File: config.mk
export PLATFORM = sky130hd
export DESIGN_NAME = gnt_smooth
export DESIGN_NICKNAME = d
export VERILOG_FILES = /design/src/sv/gnt_smooth.sv
export SDC_FILE = /design/constraint.sdc
export NUM_CORES = 1
export LEC_CHECK = 0
export ABC_AREA = 1
export BUFFER_PORTS_ARGS = -buffer_cell sky130_fd_sc_hd__buf_2
export CAP_MARGIN = 20
export CORE_UTILIZATION = 45
export CTS_BUF_LIST = sky130_fd_sc_hd__clkbuf_8
export DETAILED_ROUTE_END_ITERATION = 12
export PLACE_DENSITY_LB_ADDON = 0.1
export SLEW_MARGIN = 20
export SYNTH_ARGS = -nofsm -noshare
export SYNTH_HDL_FRONTEND = slang
export SYNTH_SLANG_ARGS = --single-unit
File: constraint.sdc
create_clock -name clk -period 21.5 [get_ports clk]
set_clock_uncertainty 0.1 [all_clocks]
set_input_delay 3.225 -clock clk [delete_from_list [all_inputs] [get_ports clk]]
set_output_delay 3.225 -clock clk [all_outputs]
set_load 0.01 [all_outputs]
File: src/sv/gnt_smooth.sv
// Smoothstep weights for the three axes, computed on one shared multiplier.
`timescale 1ns / 1ps

module gnt_smooth #(
	parameter int FRAC_BITS = 16
) (
	input  logic                 clk,
	input  logic                 arst_n,
	input  logic                 start,
	input  logic [FRAC_BITS-1:0] t [3],
	output logic [FRAC_BITS:0]   sw [3],
	output logic                 done
);
	localparam logic [FRAC_BITS+1:0] THREE_ONE = {2'b11, {FRAC_BITS{1'b0}}};
	localparam logic [1:0]           AXIS_LAST = 2'd2;

	logic                   busy_q, phase_q, done_q;
	logic [1:0]             axis_q;
	logic [FRAC_BITS-1:0]   t2_q;
	logic [FRAC_BITS:0]     sw_q [3];
	logic [FRAC_BITS-1:0]   t_cur;
	logic [FRAC_BITS+1:0]   op_a, op_b;
	logic [2*FRAC_BITS+3:0] prod;

	// First pass squares t, second pass multiplies t^2 by (3 - 2t)
	always_comb begin
		t_cur = t[axis_q];
		op_a  = phase_q ? {2'b00, t2_q} : {2'b00, t_cur};
		op_b  = phase_q ? THREE_ONE - {1'b0, t_cur, 1'b0} : {2'b00, t_cur};
		prod  = op_a * op_b;
	end

	always_ff @(posedge clk or negedge arst_n) begin
		if (!arst_n) begin
			busy_q  <= 1'b0;
			phase_q <= 1'b0;
			axis_q  <= '0;
			done_q  <= 1'b0;
		end else begin
			done_q <= 1'b0;
			if (start) begin
				busy_q  <= 1'b1;
				phase_q <= 1'b0;
				axis_q  <= '0;
			end else if (busy_q) begin
				phase_q <= !phase_q;
				if (phase_q) begin
					if (axis_q == AXIS_LAST) begin
						busy_q <= 1'b0;
						done_q <= 1'b1;
					end else begin
						axis_q <= axis_q + 2'd1;
					end
				end
			end
		end
	end

	always_ff @(posedge clk) begin
		if (busy_q && !phase_q) begin
			t2_q <= prod[2*FRAC_BITS-1:FRAC_BITS];
		end
		if (busy_q && phase_q) begin
			sw_q[axis_q] <= prod[2*FRAC_BITS:FRAC_BITS];
		end
	end

	assign sw   = sw_q;
	assign done = done_q;

endmodule

# After elaboration in Yosys (flattened, before gate mapping)
# Index checks and enable logic that the tools add are counted.
# Widths: inputs -> output; s select.
totals:
  ff_bits: 72
  output_inout_bits: 52
  elab_cells: 45
op_classes:
  magnitude_cmp: 2
  n_mul: 1
  n_addsub: 2
  eq_ne: 2
  bitwise: 1
  n_reduce_logical: 7
  n_mux: 22
op_table:
  columns: ["operator", "n"]
  rows:
  - ["$bwmux 51", 1]
  - ["$mux 16", 3]
  - ["$demux 17 s2", 1]
  - ["$mul 16x18->33", 1]
  - ["$bmux 16 s2", 1]
  - ["$mux 18", 1]
  - ["$sub 18x17->18 const A", 1]
  - ["$mux 17", 1]
  - ["$mux 1", 10]
  - ["$mux 2", 4]
  - ["$reduce_bool 2->1", 2]
  - ["$ge 3x3->1 const B", 1]
  - ["$logic_and 1x1->1", 3]
  - ["$lt 3x1->1 const B", 1]
  - ["$not 2->3", 1]
  - ["$reduce_and 3->1", 1]
  - ["$add 2x1->2 const B", 1]
  - ["$eq 2x2->1 const B", 1]
  - ["$ne 2x2->1 const B", 1]
  - ["$logic_not 1->1", 1]

# Longest topological paths before layout
depth:
  ltp_word: 8
  depth_mapped: 38
  ltp_nobuf: 38

# Worst setup path before layout
# No wires, ideal clock.
synth_timing:
  path_kind: "input port to flip-flop"
  from: "in t[16] (netlist name)"
  to: "reg sw_q, in the netlist sw[15] (data pin)"
  path_buffers: 1
  slack_ns: 12.096
  arrival_ns: 9.039
  setup_ns: 0.265
  stages: 33
  cell_sequence: "inv_1 -> nand2_1 -> nand3_2 -> nand2_1 -> inv_2 -> ha_1 -> nand3_2 -> nor2_4 -> nand3_2 -> o21ai_1 -> nand3_2 -> nand2_1 -> buf_4 -> nand2_1 -> fa_1 -> fa_1 -> fa_1 -> inv_1 -> fa_1 -> fa_1 -> inv_1 -> fa_1 -> inv_1 -> ha_1 -> a21o_1 -> a21boi_0 -> o21ai_0 -> a21oi_1 -> nand2_1 -> nand2_1 -> nand2_1 -> nand2_1 -> nand2_1"
synth_between:
  elab_chain_cells: 7
synth_lines:
  columns: ["item", "line_no", "rtl"]
  rows:
  - ["start: declaration", "10", "input logic [FRAC_BITS-1:0] t [3],"]
  - ["$bmux 16 s2 (*)", "27", "t_cur = t[axis_q];"]
  - ["$mux 16 (not written as such) (*) (2 in series)", "27", null]
  - ["$sub 18x17->18", "29", "op_b = phase_q ? THREE_ONE - {1'b0, t_cur, 1'b0} : {2'b00, t_cur};"]
  - ["$mux 18", "29", null]
  - ["$mul 16x18->33 (*)", "30", "prod = op_a * op_b;"]
  - ["via prod[31]", "23", "logic [2*FRAC_BITS+3:0] prod;"]
  - ["$bwmux 51 (*)", "64", "sw_q[axis_q] <= prod[2*FRAC_BITS:FRAC_BITS];"]
  - ["end signal: indexed assignment", "64", null]
  - ["end: declaration", "20", "logic [FRAC_BITS:0] sw_q [3];"]
# The timed path passes the listed nets; every way through them passes the cells marked *. The select of a mux whose other input is x is not followed.
# A chain may end at the register's enable or synchronous reset.

# Final worst setup path
layout_timing:
  from: "in t[16] (netlist name)"
  to: "reg sw_q, in the netlist sw[29] (data pin)"
# Same word-level chain as after synthesis.

==> impl_metrics.csv <==
group,metric,value,unit
status,status,"complete, no violations",
job,cap_violations,0,
clocking,postCtsSetupBuffers,0,
finish,nFillCells,2771,
die,die_y,171,µm
yosys,synth_compound_area_share,5.21,%
clocking,clk_pin_slew_worst_paths,80,ps
finish,nets,2000,
clocking,postCtsResizedCells,0,
clocking,clk_latency,350,ps
clocking,postCtsHoldBufs,0,
min_path,hold_class,"reg -> reg",
yosys,synth_area_per_cell,8.31,µm²
yosys,synth_fa_ha_area_share,44.5,%
sta,worstMarginPinSlew,963,ps
sta,hold_viol_final,0,
critical_path,max_stage_delay,550,ps
route,drc,0,
min_path,min-delay-start,"busy_q",
clocking,htree_levels,3,
yosys,synth_cells,1538,
die,die_area,0.0291,mm²
finish,antenna_cells,0,
sta,relSlewSlack,35.7,%
critical_path,timing.critical_path.buf_inv,9,
route,drtIter0Drc,664,
sta,period_share,49.5,%
yosys,yosys.area_share.simple,20.4,%
route,vias,10359,
critical_path,cp_slowest_cell,"fa_1",
die,start_util,45.9,%
place,port_buffers,102,
clocking,cts_buffer_depth,2,
yosys,yosysSeqAreaShare,16.7,%
critical_path,required,21540,ps
global_routing,grt_pass1_wl,62900,µm
die,rows,61,
critical_path,r2r-start,"axis_q[0]",
critical_path,crit_arrival,10690,ps
critical_path,cp-end-kind,"flop",
sta,tns,0,ps
finish,multi_input_area,0.00912,mm²
yosys,synth_area,0.0128,mm²
finish,drive_above_1_share,11.6,%
sta,period_needed,10650,ps
clocking,clock_sinks,72,
yosys,synth_xor_area_share,1.16,%
critical_path,r2r_setup_slack,12710,ps
finish,areaGrowthSynthToFinish,8.57,%
sta,rsz0062_at_grt,"no",
route,ant_nets,0,
die,core,0.0279,mm²
global_routing,antenna_found_initial,0,
die,die_w,171,µm
finish,register_area,0.00214,mm²
critical_path,critPathLaunch,"t[16]",
place,place_congestion,0.952,
global_routing,grtUsageTotal,29.4,%
route,wl_per_cell,19.8,µm
place,placedCellCount,1993,
die,io_pins,103,
yosys,syn-num-nets,1912,
global_routing,grt_start_max_net_pins,36,
critical_path,cp-start-kind,"primary input",
clocking,cts_tree,"done",
finish,instances_no_fill,2009,
yosys,synthMuxAreaShare,0,%
critical_path,crit_top_cell,"nand2_1",
critical_path,path_max_fanout,11,
route,wirelength,39700,µm
yosys,ys_ff_latch,72,
clocking,clockRootBuffer,"clkbuf_8",
critical_path,cp_top_family,"adder cells",
route,drt_pass1_iterations,5,
yosys,synth_top_family_by_area,"adder cells",
sta,max_freq,93.9,MHz
place,dp_hpwl,32600,µm
critical_path,worstSetupPathType,"in -> reg",
clocking,cts_inserted_buffers,9,
yosys,ys_types,41,
global_routing,grt_pass1_vias,10966,
sta,whs,443,ps
yosys,synth_warnings,0,
global_routing,grt_overflow,0,
route,viasPerCell,5.16,
sta,setup_viol,0,
sta,finalMaxSlewViolations,0,
through the flow:
stage / setup WS (ps) / util, % / area, µm²
5_1_grt: 10270 / 49.8 / 13900
3_5_place_dp: 10540 / 49.1 / 13700
4_1_cts: 10860 / 49.8 / 13900
3_3_place_gp: 10590 / 49.1 / 13700
6_report: 10850 / 49.8 / 13900
2_1_floorplan: 12100 / - / 12800
cell families after synthesis:
family | Yosys count
xor gates and xnor gates | 17
and+or+nand+nor | 615
adders and majority gates | 323
DFF | 72
buffers and inverters | 392
AOI/OAI and AO/OA | 119
routing by layer:
| layer | vias to the layer above | GRT usage, % | routed length [µm] |
|---|---|---|---|
| met1 | 5029 | 40.3 | 17400 |
| met2 | 421 | 47.4 | 18100 |
| met5 | - | 0 | 0 |
| met3 | 70 | 4.37 | 2710 |
| met4 | 0 | 10.6 | 1520 |
| li1 | 4839 | - | - |
worst register-to-register path: cells and delay by family, from the launching register on:
family / cells / cell delay, ps
adders and majority gates: 8 / 3650
and+or+nand+nor: 18 / 2880
DFF: 1 / 870
buffers and inverters: 8 / 780
xor gates and xnor gates: 1 / 280
Yosys cell counts:
master    instances  area share, %
inv_2            12           0.35
nand3b_1          1          0.059
fa_1            220             34
xnor2_1           4           0.27
ha_1            103             10
o21a_1            4           0.23
nor4_1            3           0.15
inv_1           338            9.9
o21ai_2           1          0.069
nand3_2          10           0.78
buf_6             5           0.44
clkinv_1          5           0.15
o21bai_1          2           0.12
or2_2             1          0.049
nand3_1          57            2.2
nor2_2            3           0.15
buf_1             4           0.12
nor2_1          193            5.7
xor2_1           13           0.89
a21oi_1          42            1.6
nor2_4            3           0.26
and3_1            2          0.098
nor3_1           11           0.43
buf_2            12           0.47
edfxtp_1         67             16
a21boi_0          1          0.059
buf_4             1          0.059
o21ai_0          34            1.3
dfrtp_1           5           0.98
clkbuf_1         15           0.44
a21oi_2           1          0.069
nand4_1          12           0.59
nor3_4            1           0.13
a31oi_1          12           0.59
o21ai_1          13           0.51
o21bai_2          1          0.088
a21o_1            7           0.41
nor3_2            1          0.078
nand2_2          22            1.1
o221a_2           1          0.088
nand2_1         295            8.7
cells in the final DEF, fill, tap and decap left out, types with 10 or more instances in the layout:
master | synthesis | routed
inv_1 | 338 | 338
nand2_1 | 295 | 295
fa_1 | 220 | 220
nor2_1 | 193 | 192
ha_1 | 103 | 103
buf_2 | 12 | 102
edfxtp_1 | 67 | 67
nand3_1 | 57 | 57
a21oi_1 | 42 | 42
o21ai_0 | 34 | 34
nand2_2 | 22 | 22
xor2_1 | 13 | 13
inv_2 | 12 | 12
o21ai_1 | 13 | 12
nand4_1 | 12 | 12
a31oi_1 | 12 | 12
buf_4 | 1 | 12
nor3_1 | 11 | 11
nand3_2 | 10 | 10
sequential cells by signal, indices dropped and copies added, names as in the netlist:
name / count
axis_q: 2
busy_q: 1
done: 1
phase_q: 1
sw: 51
t2_q: 16
final timing paths:
| check | endpoint | depth (start not counted) |
|---|---|---|
| min in group asynchronous | axis_q[1] | 1 |
| min | busy_q | 2 |
| min reg2reg | busy_q | 2 |
| max in group asynchronous | done | 1 |
| max reg2reg | sw[29] | 35 |
| max | sw[29] | 37 |
cell type report:
class                   count  share of cell area, %
clock buffers               9                  0.893
clock inverters             7                  0.622
inverters                 355                   9.60
multi-input cells        1074                   65.7
flip-flops and latches     72                   15.4
well taps                 378                   3.41
repair buffers            114                   4.33
Power is left out: the tool's default activity adds up to more than one toggle a clock period on the data nets, which glitch-free logic cannot reach.
