$ cat src/sv/gnt_pkg.sv
// Shared constants, command codes, state encoding and types for the gradient noise block.
`timescale 1ns / 1ps

package gnt_pkg;

	// Fixed field widths of the channels and the register port
	localparam int CMD_W      = 3;
	localparam int TIDX_W     = 8;
	localparam int PERM_W     = 8;
	localparam int GRAD_IN_W  = 16;
	localparam int POS_W      = 32;
	localparam int NOISE_W    = 32;
	localparam int CFG_IDX_W  = 1;
	localparam int CFG_DATA_W = 4;
	localparam int OCT_W      = 4;

	// Command codes; codes above CMD_QUERY are ignored
	localparam logic [CMD_W-1:0] CMD_WR_X    = 3'd0;
	localparam logic [CMD_W-1:0] CMD_WR_Y    = 3'd1;
	localparam logic [CMD_W-1:0] CMD_WR_Z    = 3'd2;
	localparam logic [CMD_W-1:0] CMD_WR_GRAD = 3'd3;
	localparam logic [CMD_W-1:0] CMD_QUERY   = 3'd4;

	// Register indexes
	localparam logic [CFG_IDX_W-1:0] REG_OCTAVE_COUNT = 1'b0;
	localparam logic [CFG_IDX_W-1:0] REG_TURB_MODE    = 1'b1;

	typedef enum logic [2:0] {
		ST_IDLE,
		ST_SMOOTH,
		ST_ISSUE,
		ST_DRAIN,
		ST_OCTAVE,
		ST_DONE
	} state_t;

	// One lattice corner travelling down the read and multiply pipeline
	typedef struct packed {
		logic       valid;
		logic [2:0] corner;
	} corner_tag_t;

	// Table write request taken from an accepted write item
	typedef struct packed {
		logic                        en;
		logic [CMD_W-1:0]            cmd;
		logic [TIDX_W-1:0]           index;
		logic [PERM_W-1:0]           perm;
		logic signed [GRAD_IN_W-1:0] gx;
		logic signed [GRAD_IN_W-1:0] gy;
		logic signed [GRAD_IN_W-1:0] gz;
	} tbl_wr_t;

endpackage

$ cat src/sv/gnt_corner_unit.sv
// Corner datapath: gradient dot product, trilinear weight and corner accumulation.
`timescale 1ns / 1ps

module gnt_corner_unit #(
	parameter int FRAC_BITS  = 16,
	parameter int GRAD_WIDTH = 16
) (
	input  logic                                clk,
	input  logic                                arst_n,
	input  gnt_pkg::corner_tag_t                tag_s2,
	input  logic signed [GRAD_WIDTH-1:0]        grad_x,
	input  logic signed [GRAD_WIDTH-1:0]        grad_y,
	input  logic signed [GRAD_WIDTH-1:0]        grad_z,
	input  logic [FRAC_BITS-1:0]                frac [3],
	input  logic [FRAC_BITS:0]                  sw [3],
	input  logic                                acc_clr,
	output logic signed [2*FRAC_BITS+5:0]       acc,
	output logic                                busy
);
	import gnt_pkg::*;

	localparam int PW = GRAD_WIDTH + FRAC_BITS + 1; // one gradient product
	localparam int DW = FRAC_BITS + 3;              // dot product after scaling
	localparam int MW = 2 * FRAC_BITS + 5;          // weight times dot
	localparam int AW = 2 * FRAC_BITS + 6;          // sum over eight corners
	localparam logic [FRAC_BITS:0] ONE = {1'b1, {FRAC_BITS{1'b0}}};

	logic                     di, dj, dk;
	logic signed [FRAC_BITS:0] du, dv, dw;
	logic [FRAC_BITS:0]       wx, wy;
	logic [2*FRAC_BITS+1:0]   wxy_prod, w_prod;
	logic signed [PW+1:0]     dot_sum;
	logic signed [PW+1:0]     dot_shift;

	logic signed [PW-1:0]     px_s3, py_s3, pz_s3;
	logic [FRAC_BITS:0]       wxy_s3, wz_s3;
	logic signed [DW-1:0]     dot_s4;
	logic [FRAC_BITS:0]       w_s4;
	logic signed [MW-1:0]     prod_s5;
	logic                     v_s3, v_s4, v_s5;
	logic signed [AW-1:0]     acc_q;

	always_comb begin
		di = tag_s2.corner[2];
		dj = tag_s2.corner[1];
		dk = tag_s2.corner[0];
		// The offset from the upper corner is t - 1, which is t with the sign bit set
		du = signed'({di, frac[0]});
		dv = signed'({dj, frac[1]});
		dw = signed'({dk, frac[2]});
		wx = di ? sw[0] : ONE - sw[0];
		wy = dj ? sw[1] : ONE - sw[1];
		wxy_prod  = wx * wy;
		dot_sum   = (PW+2)'(px_s3) + (PW+2)'(py_s3) + (PW+2)'(pz_s3);
		dot_shift = dot_sum >>> (GRAD_WIDTH - 1);
		w_prod    = wxy_s3 * wz_s3;
	end

	always_ff @(posedge clk) begin
		px_s3   <= grad_x * du;
		py_s3   <= grad_y * dv;
		pz_s3   <= grad_z * dw;
		wxy_s3  <= wxy_prod[2*FRAC_BITS:FRAC_BITS];
		wz_s3   <= dk ? sw[2] : ONE - sw[2];
		dot_s4  <= DW'(dot_shift);
		w_s4    <= w_prod[2*FRAC_BITS:FRAC_BITS];
		prod_s5 <= signed'({1'b0, w_s4}) * dot_s4;
	end

	always_ff @(posedge clk or negedge arst_n) begin
		if (!arst_n) begin
			v_s3  <= 1'b0;
			v_s4  <= 1'b0;
			v_s5  <= 1'b0;
			acc_q <= '0;
		end else begin
			v_s3 <= tag_s2.valid;
			v_s4 <= v_s3;
			v_s5 <= v_s4;
			if (acc_clr) begin
				acc_q <= '0;
			end else if (v_s5) begin
				acc_q <= acc_q + AW'(prod_s5);
			end
		end
	end

	assign acc  = acc_q;
	assign busy = v_s3 | v_s4 | v_s5;

endmodule

$ cat config.mk
export PLATFORM = sky130hd
export DESIGN_NAME = gnt_corner_unit
export DESIGN_NICKNAME = d
export VERILOG_FILES = /design/src/sv/gnt_pkg.sv /design/src/sv/gnt_corner_unit.sv
export SDC_FILE = /design/constraint.sdc
export NUM_CORES = 2
export LEC_CHECK = 0
export ABC_AREA = 1
export BUFFER_PORTS_ARGS = -buffer_cell sky130_fd_sc_hd__buf_4
export CAP_MARGIN = 30
export CORE_MARGIN = 8
export CORE_UTILIZATION = 67
export CTS_BUF_LIST = sky130_fd_sc_hd__clkbuf_2
export CTS_CLUSTER_DIAMETER = 120
export DETAILED_ROUTE_END_ITERATION = 8
export PLACE_DENSITY = 0.83
export SETUP_SLACK_MARGIN = 0.15
export SYNTH_ARGS = -nofsm -noshare
export SYNTH_HDL_FRONTEND = slang
export SYNTH_SLANG_ARGS = --single-unit
$ cat constraint.sdc
create_clock -name clk -period 8.1 [get_ports clk]
set_clock_uncertainty 0.2 [all_clocks]
set_input_delay 1.62 -clock clk [delete_from_list [all_inputs] [get_ports clk]]
set_output_delay 1.62 -clock clk [all_outputs]
set_load 0.1 [all_outputs]
# After elaboration in Yosys (flattened, before gate mapping)
# Cells that the tools add are included.
[op_classes]
add_sub_neg = 6
n_mul = 6
n_div = 0
n_lt_le_gt_ge = 0
eq_ne = 0
shifts = 0
mux = 5
bitwise_logic = 2
reduce_logical = 1
[op_table]
columns = ["op", "n"]
rows = [
  ["16-bit by 17-bit multiplier with 33-bit output", 3],
  ["38-bit two-way mux", 2],
  ["17-bit by 17-bit multiplier with 33-bit output", 2],
  ["17-bit two-way mux", 3],
  ["17-bit subtractor (first input constant)", 3],
  ["38-bit by 37-bit adder with 38-bit output", 1],
  ["18-bit by 19-bit multiplier with 37-bit output", 1],
  ["33-bit by 33-bit adder with 34-bit output", 1],
  ["34-bit by 33-bit adder with 34-bit output", 1],
  ["1-bit OR", 2],
  ["2-bit nonzero test", 1],
]
[totals]
reg_bits = 247
latchBits = 0
ramBits = 0
rom_bits = 0
in_bits = 154
output_inout_bits = 39
mem_count = 0

# Depth between registers and ports, before layout
[logic_depth]
word_depth = 3
mapped_depth = 34
depth_no_buf = 32

# Least setup slack after synthesis
# OpenSTA, ideal clock, no wires.
[synth_path]
path_kind = "input port to flip-flop"
from = "in sw[34] in the netlist's numbering"
to = "reg wxy_s3[16]"
arrival_time_ns = 7.457
required_time_ns = 7.788
path_slack_ns = 0.331
path_stages = 31
path_cell_list = "buf_6 > inv_1 > clkbuf_1 > ha_1 > nand3_1 > nor3_1 > or2_2 > xor2_1 > buf_2 > nand2_1 > fa_1 > inv_1 > fa_1 > inv_1 > fa_1 > inv_1 > fa_1 > fa_1 > inv_1 > fa_1 > inv_1 > ha_1 > nand2_1 > nor4_1 > nand2_1 > nand2_1 > nand2_1 > nand2_1 > inv_1 > nand2_1 > nand2_1"
[synth_between]
elab_chain_len = 3
[synth_lines]
columns = ["item", "line_no", "source"]
rows = [
  ["from (decl)", "gnt_corner_unit.sv:15", "input logic [FRAC_BITS:0] sw [3],"],
  ["17-bit subtractor", "gnt_corner_unit.sv:51", "wx = di ? sw[0] : ONE - sw[0];"],
  ["17-bit two-way mux (*)", "gnt_corner_unit.sv:51", ""],
  ["17-bit by 17-bit multiplier with 33-bit output (*)", "gnt_corner_unit.sv:53", "wxy_prod = wx * wy;"],
  ["via wxy_prod[32]", "gnt_corner_unit.sv:31", "logic [2*FRAC_BITS+1:0] wxy_prod, w_prod;"],
  ["to (signal assigned)", "gnt_corner_unit.sv:63", "wxy_s3 <= wxy_prod[2*FRAC_BITS:FRAC_BITS];"],
  ["to (decl)", "gnt_corner_unit.sv:36", "logic [FRAC_BITS:0] wxy_s3, wz_s3;"],
]
# Mark *: on every way through the listed nets, which the timed path passes. The rest lies on a longest branch.
# A chain may end at the register's enable or synchronous reset.

# Final worst setup path
[layout_path]
from = "in sw[34] in the netlist's numbering"
to = "reg wxy_s3[5]"
# The elaborated chain is that of the path after synthesis.

==> results_dict.tcl <==
set metrics [dict create \
    synth_warnings 0 \
    place_congestion 0.9952 \
    fin_crit_ns 7.086 \
    grt_usage_pct 33.99 \
    drt_iter0_markers 4912 \
    wl_met2_um 97240 \
    core-area_um2 113900 \
    worst_ep_arrival_time_ns 7.80 \
    clock.fmax_mhz 141.1 \
    synth_ff_type "dfxtp_1" \
    top_layer "met4" \
    cts_htree_levels 3 \
    grt_antenna_before_repair 8 \
    ys_seq_area_share_pct 6.715 \
    cts_tree "yes" \
    drc 0 \
    nFillCells 9297 \
    wl_um 209800 \
    clock-sinks 247 \
    post-route-period-util_pct 87.48 \
    overflow 0 \
    synth.avg_cell_area_um2 7.669 \
    cap_violations 0 \
    worstPathMaxFanout 7 \
    drive_gt1_share_pct 4.851 \
    synth_seq_cells 247 \
    async_flop_share_pct 16.60 \
    final_nets 12450 \
    io_pins 193 \
    cts_setup_buffers 0 \
    die_y_um 354.3 \
    drt-vias-per-instance 5.433 \
    vias 63160 \
    netlist.area_leader.share_pct 42.52 \
    worst_path_max_delay_cell "fa_1" \
    crit_path_frequent_cell "nand2_1" \
    cts_repair_resize_count 0 \
    grt_pass1_wl_um 345800 \
    setup-tns-final_ns 0 \
    ys_types 52 \
    syn-num-nets 12400 \
    dp_hpwl_um 179400 \
    max_stage_delay_ns 0.54 \
    dieWidth_um 354.3 \
    cts_inserted_buffers 71 \
    status "completed" \
    path_clk_slew_ns 0.09 \
    dr_wl_met3_um 19050 \
    path_class "in -> reg" \
    port_buffers 192 \
    cts.root.buffer_cell "clkbuf_2" \
    hold_class "reg -> reg" \
    rsz0062_at_grt "no" \
    clk_latency_ns 1.16 \
    finalMaxSlewViolations 0 \
    synthTopCellsByArea "fa_1 43%, inv_1 14%, nand2_1 13%" \
    grt_max_degree 42 \
    worstMarginPinSlew_ns 1.098 \
    wire_per_inst_um 18.05 \
    slew_headroom_pct 26.67 \
    area_growth_pct 4.845 \
    final_hold_viol_count 0 \
    drt_first_pass_iters 5 \
    grt_pass1_vias 68040 \
    critPathRequiredTime_ns 8.81 \
    netlist_area_um2 76690 \
    fp.dieArea_um2 125600 \
    end_kind "flop" \
    antenna_left 0 \
    synthCells 10000 \
    rows 124 \
    yosysTopAreaCell "fa_1" \
    cts_hold_buf 0 \
    wl_met1_um 84570 \
    synth_edf_count 0 \
    start_util_pct 67.35 \
    startpoint_type "primary input" \
    clockBufferDepth 3 \
    setup_viol 0 \
]
per-stage QoR:
| stage | util, % | std cells | hold slack (ns) | setup WS [ns] | area (um^2) |
|---|---|---|---|---|---|
| floorplan | - | 10000 | 0.1543 | 0.3308 | 76690 |
| global placement | 69.83 | 11480 | 0.1643 | 0.1877 | 79520 |
| detailed placement | 69.87 | 11480 | 0.1766 | 0.01872 | 79560 |
| CTS | 70.51 | 11610 | 0.2034 | 1.158 | 80290 |
| global route | 70.60 | 11620 | 0.2218 | 0.7156 | 80400 |
| finish | 70.61 | 11630 | 0.1947 | 1.014 | 80410 |
synthesized netlist by cell type (all sizes together), types with 15 or more instances:
library cell	instances
nand2	2706
clkbuf	298
nor3	54
o21ai	140
a21boi	20
nand3	209
ha	620
or2	60
buf	28
nand3b	22
nor4	16
a21oi	254
nand4	48
xor2	145
o21a	17
o21bai	49
dfxtp	206
fa	1629
a21o	40
nor2	499
dfrtp	41
a31oi	19
inv	2790
xnor2	52
o211ai	15
cells in the final DEF (no fill, tap or decap), drive strengths merged, types with 49 or more instances in the layout:
master,netlist,routed
nand2,2706,2706
fa,1629,1629
xnor2,52,52
xor2,145,145
ha,620,620
o21bai,49,49
dfxtp,206,206
o21ai,140,140
or2,60,60
inv,2790,2794
nor2,499,499
nand3,209,209
a21oi,254,254
buf,28,297
clkbuf,298,93
nor3,54,54
kinds of logic (layout without fill, tap and decap cells):
family                     Yosys count  after routing  synth area share (%)
other                                0             12                     0
buffers and inverters             3122           3223                 15.36
xor gates and xnor gates           197            197                 2.333
adders and majority gates         2249           2249                 52.64
AOI/OAI and AO/OA                  560            560                 4.183
and+or+nand+nor                   3625           3625                 18.77
DFF                                247            247                 6.715
final timing paths:
check                                  from                  end  slack, ns  cells past startpoint
min reg2reg                  v_s3$_DFF_PN0_       v_s4$_DFF_PN0_       0.19                      0
max                                  sw[34]    wxy_s3[5]$_DFF_P_       1.01                     30
min                          v_s3$_DFF_PN0_       v_s4$_DFF_PN0_       0.19                      0
max in group asynchronous            arst_n  acc[31]$_DFFE_PN0P_       6.86                      1
max reg2reg                wz_s3[2]$_DFF_P_      w_s4[4]$_DFF_P_       1.34                     21
min in group asynchronous            arst_n  acc[18]$_DFFE_PN0P_       0.38                      1
per-layer routing:
layer / GRT usage (%) / up-vias
met5: 0 / -
met4: 13.03 / 0
met3: 5.617 / 504
met2: 55.32 / 2880
met1: 45.94 / 30940
li1: - / 28830
state kept, by name, summed over array words and instances, names as in the netlist, 17 cells and up:
name     cells
pz_s3       33
acc         38
wz_s3       17
prod_s5     37
px_s3       33
w_s4        17
wxy_s3      17
py_s3       33
dot_s4      19
critical path, delay by kind of cell:
kind | cells | cell delay [ns]
AO/OA/AOI/OAI | 2 | 0.46
XOR/XNOR | 2 | 0.30
adder cells (fa/ha/maj) | 8 | 3.58
buffers and inverters | 7 | 0.66
AND/OR/NAND/NOR | 11 | 1.15
layout make-up:
class	instances	area (um^2)	area share [%]
timing repair buffer	297	2337	2.907
inverter	2796	10500	13.06
tap	1512	1892	2.353
multi-input combinational	6631	59770	74.33
antenna	12	30.03	0.03734
sequential	247	5150	6.405
clock inverter	37	265.3	0.3299
clock buffer	93	465.4	0.5788
Power is left out: the tool's default activity adds up to more than one toggle a clock period on the data nets, which glitch-free logic cannot reach.
